==> config.mk <==
export PLATFORM = sky130hd
export DESIGN_NAME = clock_set_and_alarm_controller
export DESIGN_NICKNAME = d
export VERILOG_FILES = /design/src/rtl/csac_pkg.sv /design/src/rtl/csac_in_stage.sv /design/src/rtl/csac_core.sv /design/src/rtl/csac_out_stage.sv /design/src/rtl/clock_set_and_alarm_controller.sv
export SDC_FILE = /design/constraint.sdc
export NUM_CORES = 1
export LEC_CHECK = 0
export BUFFER_PORTS_ARGS = -buffer_cell sky130_fd_sc_hd__buf_4
export CORE_MARGIN = 10
export CORE_UTILIZATION = 35
export DETAILED_ROUTE_END_ITERATION = 6
export PLACE_DENSITY = 0.49
export SYNTH_ARGS = -nofsm -noshare
export SYNTH_HDL_FRONTEND = slang
export SYNTH_SLANG_ARGS = --single-unit
==> constraint.sdc <==
create_clock -name clk -period 12.1 [get_ports clk]
set_input_delay 2.42 -clock clk [delete_from_list [all_inputs] [get_ports clk]]
set_output_delay 2.42 -clock clk [all_outputs]
set_load 0.02 [all_outputs]
==> src/rtl/csac_pkg.sv <==
`timescale 1ns / 1ps

package csac_pkg;

	// request kinds
	localparam logic [1:0] REQ_KEY    = 2'd0;
	localparam logic [1:0] REQ_SAMPLE = 2'd1;
	localparam logic [1:0] REQ_TICK   = 2'd2;

	// key codes
	localparam logic [2:0] KEY_SELECT = 3'd1;
	localparam logic [2:0] KEY_ALARM  = 3'd2;
	localparam logic [2:0] KEY_INC    = 3'd3;
	localparam logic [2:0] KEY_ENTER  = 3'd4;

	// modes
	localparam logic [1:0] MODE_SHOW  = 2'd0;
	localparam logic [1:0] MODE_TIME  = 2'd1;
	localparam logic [1:0] MODE_ALARM = 2'd2;

	// field selection
	localparam logic [2:0] FLD_YEAR   = 3'd0;
	localparam logic [2:0] FLD_MONTH  = 3'd1;
	localparam logic [2:0] FLD_DAY    = 3'd2;
	localparam logic [2:0] FLD_HOUR   = 3'd3;
	localparam logic [2:0] FLD_MINUTE = 3'd4;
	localparam logic [2:0] FLD_SECOND = 3'd5;
	localparam logic [2:0] FLD_WDAY   = 3'd6;

	localparam logic [15:0] BLINK_RESET = 16'd500;
	localparam logic [4:0]  ALARM_HOUR_RESET   = 5'd20;
	localparam logic [5:0]  ALARM_MINUTE_RESET = 6'd20;

	typedef struct packed {
		logic [1:0] req_type;
		logic [2:0] key_code;
		logic [6:0] rtc_year;
		logic [3:0] rtc_month;
		logic [4:0] rtc_day;
		logic [4:0] rtc_hour;
		logic [5:0] rtc_minute;
		logic [5:0] rtc_second;
		logic [2:0] rtc_weekday;
	} csac_item_t;

	typedef struct packed {
		logic [1:0]  mode;
		logic [2:0]  field_select;
		logic        blank_selected;
		logic        write_time;
		logic        ring;
		logic        alarm_on;
		logic [4:0]  alarm_hour_out;
		logic [5:0]  alarm_minute_out;
		logic [35:0] time_word;
	} csac_result_t;

	// days in a month; zero for a month code outside 1..12
	function automatic logic [4:0] month_len(input logic [6:0] year, input logic [6:0] month);
		logic [4:0] len;
		case (month)
			7'd1, 7'd3, 7'd5, 7'd7, 7'd8, 7'd10, 7'd12: len = 5'd31;
			7'd4, 7'd6, 7'd9, 7'd11: len = 5'd30;
			7'd2: len = (year[1:0] == 2'b00) ? 5'd29 : 5'd28;
			default: len = 5'd0;
		endcase
		return len;
	endfunction

endpackage

==> src/rtl/csac_in_stage.sv <==
`timescale 1ns / 1ps

module csac_in_stage import csac_pkg::*; (
	input  logic       clk,
	input  logic       arst_n,
	input  logic       in_valid,
	output logic       in_stall,
	input  csac_item_t in_item,
	input  logic       out_free,
	output logic       fire,
	output csac_item_t item_s1
);

	logic valid_s1;
	logic free_s1;

	assign free_s1  = !valid_s1 || out_free;
	assign in_stall = !free_s1;
	assign fire     = valid_s1 && out_free;

	always_ff @(posedge clk or negedge arst_n) begin
		if (!arst_n) begin
			valid_s1 <= 1'b0;
		end else if (free_s1) begin
			valid_s1 <= in_valid;
		end
	end

	always_ff @(posedge clk) begin
		if (in_valid && free_s1) begin
			item_s1 <= in_item;
		end
	end

endmodule

==> src/rtl/csac_core.sv <==
`timescale 1ns / 1ps

module csac_core import csac_pkg::*; (
	input  logic         clk,
	input  logic         arst_n,
	input  logic         cfg_we,
	input  logic [15:0]  cfg_data,
	input  logic         fire,
	input  csac_item_t   item,
	output csac_result_t result
);

	logic [15:0] blink_q;
	logic [1:0]  mode_q;
	logic [2:0]  sel_q;
	logic [6:0]  year_q;
	logic [3:0]  month_q;
	logic [6:0]  day_q;
	logic [4:0]  hour_q;
	logic [5:0]  minute_q;
	logic [5:0]  second_q;
	logic [2:0]  wday_q;
	logic [4:0]  al_hour_q;
	logic [5:0]  al_minute_q;
	logic        al_en_q;
	logic        ringing_q;
	logic        last_match_q;
	logic [15:0] tick_q;
	logic        blank_q;

	logic [1:0]  mode_n;
	logic [2:0]  sel_n;
	logic [6:0]  t_year, t_month, t_day, t_hour, t_minute, t_second, t_wday;
	logic [4:0]  len;
	logic [4:0]  al_hour_n;
	logic [5:0]  al_minute_n;
	logic        al_en_n;
	logic        ringing_n;
	logic        match;
	logic        commit;
	logic [15:0] tick_n;
	logic [15:0] tick_inc;
	logic        blank_n;

	always_comb begin
		mode_n      = mode_q;
		sel_n       = sel_q;
		t_year      = year_q;
		t_month     = {3'd0, month_q};
		t_day       = day_q;
		t_hour      = {2'd0, hour_q};
		t_minute    = {1'd0, minute_q};
		t_second    = {1'd0, second_q};
		t_wday      = {4'd0, wday_q};
		al_hour_n   = al_hour_q;
		al_minute_n = al_minute_q;
		al_en_n     = al_en_q;
		ringing_n   = ringing_q;
		commit      = 1'b0;
		tick_n      = tick_q;
		blank_n     = blank_q;
		tick_inc    = tick_q + 16'd1;
		len         = 5'd0;

		case (item.req_type)
			REQ_KEY: begin
				if (ringing_q) begin
					// silence only
					if (item.key_code == KEY_ENTER) ringing_n = 1'b0;
				end else begin
					case (item.key_code)
						KEY_SELECT: begin
							if (mode_q == MODE_SHOW) begin
								mode_n = MODE_TIME;
								sel_n  = FLD_YEAR;
							end else if (mode_q == MODE_TIME) begin
								sel_n = (sel_q >= FLD_WDAY) ? FLD_YEAR : sel_q + 3'd1;
							end else begin
								sel_n = (sel_q == FLD_MINUTE) ? FLD_HOUR : FLD_MINUTE;
							end
						end
						KEY_ALARM: begin
							if (mode_q == MODE_SHOW) begin
								mode_n = MODE_ALARM;
								sel_n  = FLD_HOUR;
							end
						end
						KEY_INC: begin
							if (mode_q == MODE_TIME) begin
								case (sel_q)
									FLD_YEAR:   t_year   = t_year + 7'd1;
									FLD_MONTH:  t_month  = t_month + 7'd1;
									FLD_DAY:    t_day    = t_day + 7'd1;
									FLD_HOUR:   t_hour   = t_hour + 7'd1;
									FLD_MINUTE: t_minute = t_minute + 7'd1;
									FLD_SECOND: t_second = t_second + 7'd1;
									FLD_WDAY:   t_wday   = t_wday + 7'd1;
									default: ;
								endcase
								// wrap every field, not only the stepped one
								if (t_year > 7'd99) t_year = 7'd0;
								if (t_month > 7'd12) t_month = 7'd1;
								len = month_len(t_year, t_month);
								if (len != 5'd0 && t_day > {2'd0, len}) t_day = 7'd1;
								if (t_hour > 7'd23) t_hour = 7'd0;
								if (t_minute > 7'd59) t_minute = 7'd0;
								if (t_second > 7'd59) t_second = 7'd0;
								if (t_wday > 7'd7) t_wday = 7'd1;
							end else if (mode_q == MODE_ALARM) begin
								if (sel_q == FLD_HOUR) begin
									al_hour_n = (al_hour_q >= 5'd23) ? 5'd0 : al_hour_q + 5'd1;
								end else if (sel_q == FLD_MINUTE) begin
									al_minute_n = (al_minute_q >= 6'd59) ? 6'd0
										: al_minute_q + 6'd1;
								end
							end
						end
						KEY_ENTER: begin
							if (mode_q == MODE_TIME) begin
								mode_n = MODE_SHOW;
								commit = 1'b1;
							end else if (mode_q == MODE_ALARM) begin
								mode_n  = MODE_SHOW;
								al_en_n = 1'b1;
							end else begin
								al_en_n = !al_en_q;
							end
						end
						default: ;
					endcase
				end
			end
			REQ_SAMPLE: begin
				// keep the edited time outside show mode
				if (mode_q == MODE_SHOW) begin
					t_year   = item.rtc_year;
					t_month  = {3'd0, item.rtc_month};
					t_day    = {2'd0, item.rtc_day};
					t_hour   = {2'd0, item.rtc_hour};
					t_minute = {1'd0, item.rtc_minute};
					t_second = {1'd0, item.rtc_second};
					t_wday   = {4'd0, item.rtc_weekday};
				end
			end
			REQ_TICK: begin
				if (tick_inc >= blink_q) begin
					tick_n  = 16'd0;
					blank_n = !blank_q;
				end else begin
					tick_n = tick_inc;
				end
			end
			default: ;
		endcase

		match = (t_hour[4:0] == al_hour_n) && (t_minute[5:0] == al_minute_n)
			&& (t_second[5:0] == 6'd0);
		if (match && !last_match_q && al_en_n) ringing_n = 1'b1;

		result.mode             = mode_n;
		result.field_select     = sel_n;
		result.blank_selected   = blank_n && (mode_n != MODE_SHOW);
		result.write_time       = commit;
		result.ring             = ringing_n;
		result.alarm_on         = al_en_n;
		result.alarm_hour_out   = al_hour_n;
		result.alarm_minute_out = al_minute_n;
		result.time_word        = {t_wday[2:0], t_second[5:0], t_minute[5:0], t_hour[4:0],
			t_day[4:0], t_month[3:0], t_year};
	end

	always_ff @(posedge clk or negedge arst_n) begin
		if (!arst_n) begin
			blink_q <= BLINK_RESET;
		end else if (cfg_we) begin
			blink_q <= cfg_data;
		end
	end

	always_ff @(posedge clk or negedge arst_n) begin
		if (!arst_n) begin
			mode_q       <= MODE_SHOW;
			sel_q        <= FLD_YEAR;
			year_q       <= 7'd0;
			month_q      <= 4'd1;
			day_q        <= 7'd1;
			hour_q       <= 5'd0;
			minute_q     <= 6'd0;
			second_q     <= 6'd0;
			wday_q       <= 3'd1;
			al_hour_q    <= ALARM_HOUR_RESET;
			al_minute_q  <= ALARM_MINUTE_RESET;
			al_en_q      <= 1'b0;
			ringing_q    <= 1'b0;
			last_match_q <= 1'b0;
			tick_q       <= 16'd0;
			blank_q      <= 1'b1;
		end else if (fire) begin
			mode_q       <= mode_n;
			sel_q        <= sel_n;
			year_q       <= t_year;
			month_q      <= t_month[3:0];
			day_q        <= t_day;
			hour_q       <= t_hour[4:0];
			minute_q     <= t_minute[5:0];
			second_q     <= t_second[5:0];
			wday_q       <= t_wday[2:0];
			al_hour_q    <= al_hour_n;
			al_minute_q  <= al_minute_n;
			al_en_q      <= al_en_n;
			ringing_q    <= ringing_n;
			last_match_q <= match;
			tick_q       <= tick_n;
			blank_q      <= blank_n;
		end
	end

`ifndef SYNTHESIS
	a_ring_needs_enable: assert property (@(posedge clk) disable iff (!arst_n)
		$rose(ringing_q) |-> al_en_q)
		else $error("alarm started ringing while disabled");

	a_alarm_select: assert property (@(posedge clk) disable iff (!arst_n)
		(mode_q == MODE_ALARM) |-> (sel_q == FLD_HOUR || sel_q == FLD_MINUTE))
		else $error("alarm set mode selects a field other than hour or minute");

	a_alarm_range: assert property (@(posedge clk) disable iff (!arst_n)
		(al_hour_q <= 5'd23) && (al_minute_q <= 6'd59))
		else $error("alarm setting out of range");

	a_ring_no_double: assert property (@(posedge clk) disable iff (!arst_n)
		$rose(ringing_q) |-> !$past(last_match_q) || $past(!fire))
		else $error("alarm rang on a repeated match");
`endif

endmodule

==> src/rtl/csac_out_stage.sv <==
`timescale 1ns / 1ps

module csac_out_stage import csac_pkg::*; (
	input  logic         clk,
	input  logic         arst_n,
	input  logic         fire,
	input  csac_result_t result,
	input  logic         out_stall,
	output logic         out_valid,
	output logic         out_free,
	output csac_result_t result_q
);

	logic valid_q;

	assign out_free  = !valid_q || !out_stall;
	assign out_valid = valid_q;

	always_ff @(posedge clk or negedge arst_n) begin
		if (!arst_n) begin
			valid_q <= 1'b0;
		end else if (out_free) begin
			valid_q <= fire;
		end
	end

	// hold the result while stalled
	always_ff @(posedge clk) begin
		if (fire) begin
			result_q <= result;
		end
	end

endmodule

==> src/rtl/clock_set_and_alarm_controller.sv <==
`timescale 1ns / 1ps

// Clock time-set and alarm controller. Each request is a key press, an RTC
// sample or a millisecond tick, and each gives exactly one result. The block
// takes one request every clock cycle unless in_stall is raised; a result
// passes the input register and then the result register, which the state
// update loads when the output is free, before it is presented. Stalling
// the output only holds the input side once both registers are full.
// blink_half_period may be written through the cfg channel while no request
// is in flight; it is always ready.
module clock_set_and_alarm_controller import csac_pkg::*; (
	input  logic        clk,
	input  logic        arst_n,

	input  logic        cfg_valid,
	output logic        cfg_ready,
	input  logic [15:0] blink_half_period,

	input  logic        in_valid,
	output logic        in_stall,
	input  logic [1:0]  req_type,
	input  logic [2:0]  key_code,
	input  logic [6:0]  rtc_year,
	input  logic [3:0]  rtc_month,
	input  logic [4:0]  rtc_day,
	input  logic [4:0]  rtc_hour,
	input  logic [5:0]  rtc_minute,
	input  logic [5:0]  rtc_second,
	input  logic [2:0]  rtc_weekday,

	output logic        out_valid,
	input  logic        out_stall,
	output logic [1:0]  mode,
	output logic [2:0]  field_select,
	output logic        blank_selected,
	output logic        write_time,
	output logic        ring,
	output logic        alarm_on,
	output logic [4:0]  alarm_hour_out,
	output logic [5:0]  alarm_minute_out,
	output logic [35:0] time_word
);

	csac_item_t   in_item;
	csac_item_t   item_s1;
	csac_result_t result;
	csac_result_t result_q;
	logic         fire;
	logic         out_free;

	assign cfg_ready = 1'b1;

	assign in_item.req_type    = req_type;
	assign in_item.key_code    = key_code;
	assign in_item.rtc_year    = rtc_year;
	assign in_item.rtc_month   = rtc_month;
	assign in_item.rtc_day     = rtc_day;
	assign in_item.rtc_hour    = rtc_hour;
	assign in_item.rtc_minute  = rtc_minute;
	assign in_item.rtc_second  = rtc_second;
	assign in_item.rtc_weekday = rtc_weekday;

	csac_in_stage u_in (
		.clk      (clk),
		.arst_n   (arst_n),
		.in_valid (in_valid),
		.in_stall (in_stall),
		.in_item  (in_item),
		.out_free (out_free),
		.fire     (fire),
		.item_s1  (item_s1)
	);

	csac_core u_core (
		.clk      (clk),
		.arst_n   (arst_n),
		.cfg_we   (cfg_valid && cfg_ready),
		.cfg_data (blink_half_period),
		.fire     (fire),
		.item     (item_s1),
		.result   (result)
	);

	csac_out_stage u_out (
		.clk       (clk),
		.arst_n    (arst_n),
		.fire      (fire),
		.result    (result),
		.out_stall (out_stall),
		.out_valid (out_valid),
		.out_free  (out_free),
		.result_q  (result_q)
	);

	assign mode             = result_q.mode;
	assign field_select     = result_q.field_select;
	assign blank_selected   = result_q.blank_selected;
	assign write_time       = result_q.write_time;
	assign ring             = result_q.ring;
	assign alarm_on         = result_q.alarm_on;
	assign alarm_hour_out   = result_q.alarm_hour_out;
	assign alarm_minute_out = result_q.alarm_minute_out;
	assign time_word        = result_q.time_word;

`ifndef SYNTHESIS
	a_commit_in_show: assert property (@(posedge clk) disable iff (!arst_n)
		(out_valid && write_time) |-> (mode == MODE_SHOW))
		else $error("time commit outside show mode");

	a_blank_only_in_set: assert property (@(posedge clk) disable iff (!arst_n)
		(out_valid && blank_selected) |-> (mode != MODE_SHOW))
		else $error("field blanked in show mode");

	a_commit_not_ringing: assert property (@(posedge clk) disable iff (!arst_n)
		(out_valid && write_time) |-> !alarm_on || !ring || (time_word[32:27] == 6'd0))
		else $error("time committed while alarm silenced path was active");
`endif

endmodule
# Yosys cells after proc, flatten, opt, wreduce, memory -nomap -nowiden
# Cells that the tools add are included.
# op_classes
mux,134
eq_ne,32
reduce_logical,30
addsub,11
bitwise_logic,2
magnitude_cmp,11
# ops
operator,n
7-bit two-way mux,54
6-bit two-way mux,18
5-bit two-way mux,16
3-bit two-way mux,12
"7-bit by 4-bit equality test with 1-bit output, second input constant",5
"7-bit by 3-bit equality test with 1-bit output, second input constant",4
7-bit case mux with 2 select lines,2
6-bit case mux with 2 select lines,2
"16-bit by 1-bit adder with 16-bit output, second input constant",1
16-bit greater-or-equal comparator,1
16-bit two-way mux,1
4-bit two-way mux,4
5-bit case mux with 3 select lines,1
"6-bit by 1-bit adder with 7-bit output, second input constant",2
"7-bit by 1-bit adder with 7-bit output, second input constant",2
"7-bit by 2-bit equality test with 1-bit output, second input constant",2
"7-bit by 6-bit > comparator with 1-bit output, second input constant",2
1-bit two-way mux,13
"3-bit by 2-bit equality test with 1-bit output, second input constant",4
"3-bit equality test, second input constant",4
2-bit two-way mux,6
3-bit case mux with 2 select lines,2
5-bit case mux with 2 select lines,1
1-bit logical AND,8
37 further kinds,53
# word_totals
output_inout_bits,59
elab_cells,258
input_bits,62
register_bits,189

# Logic depth before layout (Yosys ltp)
# Gate-level depths: netlist of the first run.
# logic_depth
depth_word,26
mapped_depth,22
mapped_depth_nobuf,20

# Hierarchy
# Synthesis of the first run repeated with hierarchy kept, for this count alone.
# hier_totals
cells_unflattened,1119
area_unflattened_um2,10857.9
# by_module_without_submodules
module,seq_area_each_um2,cells_each,area_each_um2,n_inst
csac_core,2269.7,1011,7833.8,1
csac_out_stage,1706.6,59,1717.9,1
csac_in_stage,1256.2,47,1295.0,1
clock_set_and_alarm_controller,0.0,2,11.3,1

# Worst setup path after synthesis of the first run
# Ideal clock, no wire load.
# synth_path
kind,input to register
from,input port out_stall
to,"register, netlist name u_out.result_q[0]"
slack_ns,6.857
path_buffers,2
arrival_ns,4.801
stages,5
required_ns,11.658
cell_sequence,nand2_1 -> nand2_1 -> clkinv_1 -> clkbuf_1 -> clkbuf_1
# synth_between
elab_chain_cells,3
# synth_lines
element,line,rtl
"start, declared",clock_set_and_alarm_controller.sv:32,"input logic out_stall,"
1-bit zero test,csac_out_stage.sv:16,assign out_free = !valid_q || !out_stall;
1-bit logical OR,csac_out_stage.sv:16,
1-bit logical AND,csac_in_stage.sv:19,assign fire = valid_s1 && out_free;
net fire,clock_set_and_alarm_controller.sv:48,logic fire;
# The timed path passes the listed nets, and every way through them passes these cells.
# A chain may end at the register's enable or synchronous reset.

# Final worst setup path of the first run
# layout_path
from,input port out_stall
to,output port in_stall
# layout_between
elab_chain_cells,4
# layout_lines
element,line,rtl
1-bit zero test,csac_out_stage.sv:16,
1-bit logical OR,csac_out_stage.sv:16,
1-bit logical OR,csac_in_stage.sv:17,assign free_s1 = !valid_s1 || out_free;
1-bit zero test,csac_in_stage.sv:18,assign in_stall = !free_s1;
"end, declared",clock_set_and_alarm_controller.sv:20,"output logic in_stall,"
# No other way between the ends.

==> summary.txt, run 1 <==
Worst setup path
  – Slowest-stage cell, CP: buf_4
  – Critical path type: input pin to output port
  – Reg2reg start: u_core.sel_q[0]
  – CP Cell Sequence: buf_4 > nand3_1 > inv_1 > buf_4
  – CP Buf/Inv Count: 3
  – Worst R2R End: u_out.result_q[11]
  – CP dominant cell by count: buf_4
  – Critical path startpoint category: input pin
  – Crit. path cell count: 4
  – CP delay by family, top: buffers and inverters
  – CP max FO: 3
  – CP arrival: 2.82 ns
  – Reg-to-reg slack, setup: about 7.2 ns
  – Crit end category: output port
  – CP max stage delay: about 0.15 ns
  – WP data required: about 9.7 ns
  – R2r worst-path depth: 20

Logic synthesis
  – Most frequent cell after synthesis: nand2_1
  – Synth Cell Area: 10500 um^2
  – Ys flop type: edfxtp_1
  – Post-synth EDFFs: 97
  – Cell accounting for the most synthesized area: edfxtp_1
  – YS warnings: 0
  – Avg Cell Area, Syn: approximately 9.7 um^2
  – Synth top area cells: edfxtp_1 (28%), dfrtp_1 (19%), nand2_1 (6.0%)
  – Commonest cells in the netlist: nand2_1 (168), o21ai_0 (100), edfxtp_1 (97), dfrtp_1 (78), nor2_1 (56)
  – Synth top area share: 27.8%
  – Async set or reset register ratio after synthesis: between 40% and 50%
  – Register area share after synthesis: about half
  – Syn Nets: 1175
  – Distinct cells, synth: 86
  – #FFs+latches synth: roughly 190
  – Synthesized netlist cell count: approximately 1100

CTS
  – Clock Latency Late Sink: 0.43 ns
  – Cts bufs inserted: 17
  – Clock-pin slew on the worst setup and hold paths: approximately 0.070 ns
  – Clk root buf: clkbuf_16
  – Hold Buf Count CTS: 0
  – CTS sink count: between 150 and 200
  – Postcts setup bufs: 0
  – CTS tree: done
  – Max Buffers Root-to-Sink: 2
  – Post-cts resize count: 0
  – H-tree depth: 4

Floorplan
  – Core Area: ~30000 um^2
  – Die height: about 190 um
  – I/O pin cnt: approximately 120
  – Die ar.: approximately 37000 um^2
  – Starting Density: between 30% and 40%
  – Chip width: a little under 200 um
  – Placement Rows: 63

Drt
  – DR vias: between 8000 and 9000
  – DRC: 0
  – Total wire length: slightly below 30 mm
  – Vias per cell: 5.29
  – TritonRoute pass-1 iters: 5
  – Remaining antenna violation count: 0
  – Routed len/inst: 18.8 um
  – Initial DRC count: 736

Finish
  – Filler cells: between 2000 and 3000
  – Syn-to-layout area delta: 17.4%
  – Antenna diodes: 0
  – Layout cells sized above 1: around 18%
  – Post-layout nets: 1265

Timing
  – RSZ-0062 raised after global routing: no
  – Fin. max-slew vios: 0
  – Setup TNS: 0 ns
  – Final hold violation count: 0
  – Pin slew with the least headroom to its limit: ~0.88 ns
  – Final setup viols: 0
  – Max_slew headroom: 41.0%
  – Max Clock Freq: approximately 190 MHz
  – Clk_skew: about 0.014 ns
  – Fin crit period: 5.24 ns
  – Final period utilization: between 40 and 50%

Global route
  – Total Routing Usage GR: between 15 and 20%
  – Antenna violations before repair: 0
  – Vias in the first global route: roughly 8000
  – Grt total ovfl: 0
  – Largest net degree at the start of global routing: 60
  – First-pass GRT wire length: ~46 mm

Hold path
  – Hold Path Cell Cnt: 2
  – HP Start: u_core.al_minute_q[4]
  – Min-delay worst type: flop to flop
  – Hold Path End: u_core.al_minute_q[4]

Pwr
  – Static Leak: slightly above 5 nW
  – Power Total: between 0.002 and 0.0025 W
  – VDD IR-drop max: 0.0962 mV
  – Power density over the cells: 198 nW/um^2

Placement
  – RD Place Congestion: between 0.8 and 0.9
  – DP HPWL: a little over 20 mm
  – Buffers on Ports: between 100 and 150

Run status
  – Status: complete, no violations

Run
  – Max-cap viol count: 0
## layout make-up
cell class                 count  area, um^2  area share [%]
timing repair buffer         133         998            8.12
tap                          390         488            3.97
multi-input combinational    778        4800            39.0
clock buffer                  24         514            4.18
sequential                   189        5230            42.6
clock inverter                 8        77.6           0.631
inverter                      48         183            1.49
## worst register-to-register path: cells and delay by family, from the launching register on
| kind | cells | cell delay, ns |
|---|---|---|
| fa+ha+maj | 2 | 0.57 |
| flops | 1 | 0.43 |
| compound gates | 10 | 2.20 |
| mux | 1 | 0.33 |
| buf+inv | 1 | 0.12 |
| simple gates | 6 | 1.01 |
## worst max-delay path by stage
stage / from / end
after floorplan: out_stall / u_out.result_q[0]
after global placement: out_stall / in_stall
after detailed placement: out_stall / in_stall
after CTS: out_stall / in_stall
after global routing: u_core.sel_q[1] / u_out.result_q[11]
final: out_stall / in_stall
## cells by family after synthesis
family / count (synthesis) / synth area share [%]
simple gates: 395 / 18.3
compound gates: 290 / 18.1
flops: 189 / 50.0
xor+xnor: 39 / 3.26
fa+ha+maj: 37 / 4.40
mux: 16 / 1.67
other cells: 1 / 0.0358
buf+inv: 110 / 4.28
## layer usage
layer  GRT usage [%]  part of all wire, %
met5               0                    0
met3            2.84                  4.1
met1            21.8                   47
met2            25.1                   47
met4            4.32                  1.6
## registers in the layout, indices dropped and copies added (netlist names), 6 cells and up
register	flops
u_out.result_q	56
u_core.year_q	7
u_in.item_s1	41
u_core.minute_q	6
u_core.al_minute_q	6
u_core.tick_q	16
u_core.blink_q	16
u_core.day_q	7
u_core.second_q	6
## report_power, final
part / internal, W / leakage (nW) / switching (W)
combinational: 0.000353 / 2.73 / 0.000499
sequential: 0.000832 / 2.09 / 0.000176
clock: 0.000321 / 0.291 / 0.000252
## placed cells by master (no fill, tap or decap), types with 5 or more instances in the layout
cell and instances:
o31ai_1 8, a22o_1 17, nand3_1 33, nand2_1 167, nor3_1 25, inv_1 47
dfstp_2 14, or2_2 5, nor2_1 56, buf_4 133, ha_1 36, nand2b_1 17
xor2_1 10, nor2b_1 15, edfxtp_1 97, clkbuf_16 19, o21ai_0 100, o22ai_1 10
nand4_1 11, mux2_2 11, a31oi_1 6, nor4_1 5, a22oi_1 13, or3_1 6
and2_1 5, a21o_1 12, a2bb2oi_1 5, and3_1 18, nand3b_1 5, a211oi_1 6
dfrtp_1 78, a221o_1 5, xnor2_1 29, a21oi_1 52
## through the flow
stage | hold slack (ns) | setup slack, ns | area, um^2 | std cells | utilization (%)
after CTS | 0.496 | 6.86 | 12300 | 1570 | 41.6
after global placement | 0.480 | 6.86 | 11700 | 1538 | 39.6
after global routing | 0.521 | 6.74 | 12300 | 1570 | 41.6
after detailed placement | 0.486 | 6.86 | 11700 | 1538 | 39.6
after floorplan | 0.465 | 6.86 | 10500 | 1077 | -
final | 0.493 | 6.86 | 12300 | 1570 | 41.6
(Power assumes the default switching activity.)
==> inputs of run 2 (changes only) <==
--- a/config.mk
+++ b/config.mk
@@ -5,6 +5,7 @@
 export SDC_FILE = /design/constraint.sdc
 export NUM_CORES = 1
 export LEC_CHECK = 0
+export ABC_AREA = 1
 export BUFFER_PORTS_ARGS = -buffer_cell sky130_fd_sc_hd__buf_4
 export CORE_MARGIN = 10
 export CORE_UTILIZATION = 35
==> constraint.sdc (replaced) <==
create_clock -name clk -period 5.45 [get_ports clk]
set_input_delay 1.09 -clock clk [delete_from_list [all_inputs] [get_ports clk]]
set_output_delay 1.09 -clock clk [all_outputs]
set_load 0.02 [all_outputs]
==> run 2 against run 1 <==
Effect of this change:
- via count up 0.35%
- final cell count rose by 8.2%
- synthesized cell count grew 10%
- wire length fell by 3.7%
- critical path depth is 19 higher
- clock-buffer cell count down 4
- first-iteration DRC count is 36% lower
- global-route usage fell by 0.18 points
- non-clock buffer count down 8
- area after synthesis fell by 1.4%
- clock power rose by 130%
- power grew 120%
==> summary.txt, run 2 <==
Global route
  – Grt total ovfl: 0
  – Antenna violations before repair: 0
  – Vias in the first global route: just over 8000
  – Largest net degree at the start of global routing: between 70 and 80
  – First-pass GRT wire length: between 40 and 50 mm
  – Total Routing Usage GR: ~16%

Timing
  – Fin. max-slew vios: 0
  – RSZ-0062 raised after global routing: no
  – Fin crit period: slightly below 4 ns
  – Final hold violation count: 0
  – Setup TNS: 0 ns
  – Max_slew headroom: a little under a third
  – Final Worst Setup Slack: between 1 and 1.5 ns
  – Final period utilization: a little over 70%
  – Pin slew with the least headroom to its limit: ~1.0 ns
  – Final setup viols: 0
  – Clk_skew: 0.0187 ns
  – Max Clock Freq: about 250 MHz

Finish
  – Layout cells sized above 1: roughly 16%
  – Top reg by flops: u_out.result_q
  – Most frequent cells in the layout: nand2_1 (281), inv_1 (170), buf_4 (125)
  – Most common cell after layout, fill and taps aside: nand2_1
  – Max FFs per register: between 50 and 60
  – Antenna diodes: 0
  – Syn-to-layout area delta: 18.1%
  – Largest registers: u_out.result_q x56, u_in.item_s1 x41
  – Post-layout nets: 1400

CTS
  – CTS sink count: between 150 and 200
  – Clock-pin slew on the worst setup and hold paths: 0.08 ns
  – Postcts setup bufs: 0
  – Clk root buf: clkbuf_16
  – Post-cts resize count: 0
  – Cts bufs inserted: 17
  – Max Buffers Root-to-Sink: 2
  – Clock Latency Late Sink: between 0.4 and 0.5 ns
  – H-tree depth: 4
  – CTS tree: done
  – Hold Buf Count CTS: 0

Drt
  – TritonRoute pass-1 iters: 5
  – Initial DRC count: approximately 470
  – Total wire length: 28.4 mm
  – Remaining antenna violation count: 0
  – Vias per cell: around 4.9
  – DR vias: roughly 8300
  – Routed len/inst: approximately 17 um
  – DRC: 0

Logic synthesis
  – Async set or reset register ratio after synthesis: 48.7%
  – YS warnings: 0
  – Synthesized netlist cell count: ~1200
  – Synth top area cells: edfxtp_1 (28%), dfrtp_1 (19%), nand2_1 (10%)
  – Distinct cells, synth: 52
  – Register area share after synthesis: between 50% and 60%
  – Cell accounting for the most synthesized area: edfxtp_1
  – Syn Nets: between 1000 and 1500
  – #FFs+latches synth: around 190
  – Post-synth EDFFs: a little under 100
  – Synth Cell Area: between 10000 and 15000 um^2
  – Synth top area share: between 20% and 30%
  – Ys flop type: edfxtp_1
  – Commonest cells in the netlist: nand2_1 (281), inv_1 (171), o21ai_0 (111), edfxtp_1 (97), dfrtp_1 (78)
  – Avg Cell Area, Syn: 8.69 um^2
  – Most frequent cell after synthesis: nand2_1

Placement
  – Buffers on Ports: between 100 and 150
  – DP HPWL: between 20 and 25 mm
  – RD Place Congestion: 0.855
  – Setup WS pre-CTS: about 1.5 ns

Pwr
  – Switching pwr: a little over 0.002 W
  – Static Leak: roughly 5.5 nW
  – Sequential Power Share: ~40%
  – Power density over the cells: 434 nW/um^2
  – Internal power: 0.00322 W
  – VDD IR-drop max: around 0.22 mV
  – Switch share: between 30% and 40%
  – Clock power frac: approximately a quarter
  – Logic gate share of total power: between 30% and 40%

Floorplan
  – Die ar.: 36800 um^2
  – Chip width: between 150 and 200 um
  – I/O pin cnt: roughly 120
  – Core Area: 28900 um^2
  – Die height: between 150 and 200 um
  – Starting Density: about 36%
  – Placement Rows: 62

Run status
  – Status: complete, no violations

Worst setup path
  – CP max FO: 6
  – Critical path startpoint category: flop
  – Crit end category: flop
  – WP data required: 5.64 ns
  – CP arrival: ~4.1 ns
  – Critical path type: flop to flop

Run
  – Max-cap viol count: 0

Hold path
  – Min-delay worst type: flop to flop
[run 2: metal layers]
metal | share of wire [%] | global-route usage [%] | vias to the layer above
met5 | 0 | 0 | -
li1 | - | - | 4207
met4 | 1.3 | 4.18 | 0
met2 | 48 | 25.3 | 193
met3 | 4.9 | 2.90 | 23
met1 | 46 | 21.0 | 3913
[run 2: logic make-up after synthesis]
| family | share of synthesized area [%] |
|---|---|
| flops | 50.7 |
| mux | 0.109 |
| buf+inv | 8.02 |
| fa+ha+maj | 4.36 |
| other cells | 0.0363 |
| compound gates | 12.6 |
| simple gates | 21.4 |
| xor+xnor | 2.88 |
[run 2: final timing paths]
| check | depth (start not counted) | end | slack (ns) | from |
|---|---|---|---|---|
| min in group asynchronous | 1 | u_core.minute_q[2] | 0.77 | arst_n |
| setup / recovery | 23 | u_out.result_q[11] | 1.50 | u_core.sel_q[0] |
| setup reg to reg | 23 | u_out.result_q[11] | 1.50 | u_core.sel_q[0] |
| hold / removal | 2 | u_core.blink_q[7] | 0.49 | u_core.blink_q[7] |
| hold reg to reg | 2 | u_core.blink_q[7] | 0.49 | u_core.blink_q[7] |
| max in group asynchronous | 2 | u_core.blink_q[5] | 3.63 | arst_n |
[run 2: stage by stage]
step           hold WS (ns)  cell area, um^2  utilization, %  total power, W  cells
2_1_floorplan         0.434            10300               -         0.00339   1189
3_3_place_gp          0.472            11600            40.1         0.00401   1667
3_5_place_dp          0.488            11600            40.1         0.00403   1667
4_1_cts               0.502            12200            42.2         0.00536   1699
5_1_grt               0.518            12200            42.2         0.00571   1699
6_report              0.493            12200            42.2         0.00530   1699
[run 2: worst max-delay path, stage by stage (launching register included)]
cell	delay, ns
dfrtp_1	0.41
inv_1	0.15
ha_1	0.26
inv_1	0.10
nor2_4	0.11
nand2_1	0.08
nor3_1	0.26
nand2_1	0.11
xor2_1	0.18
and3b_1	0.39
inv_1	0.10
o211ai_1	0.12
nand2_1	0.08
o21ai_0	0.22
ha_1	0.18
nor2_1	0.04
a211oi_1	0.17
o21ai_0	0.09
o21ai_0	0.08
nand3_1	0.09
nand2_1	0.20
nand3_1	0.10
nand2_1	0.08
nand3_1	0.08
[run 2: cell type report]
cell class | instances | area (um^2)
Clock buffer | 20 | 447
Clock inverter | 12 | 148
Fill cell | 2914 | 16700
Inverter | 180 | 676
Multi-Input combinational cell | 789 | 4280
Sequential cell | 189 | 5230
Tap cell | 384 | 480
Timing Repair Buffer | 125 | 938
[run 2: power groups by stage]
stage,registers [W],clock network [W],logic [W]
5_1_grt,0.00216,0.00140,0.00215
6_report,0.00212,0.00131,0.00187
2_1_floorplan,0.00218,0,0.00121
4_1_cts,0.00212,0.00135,0.00189
3_3_place_gp,0.00215,0,0.00186
3_5_place_dp,0.00215,0,0.00188
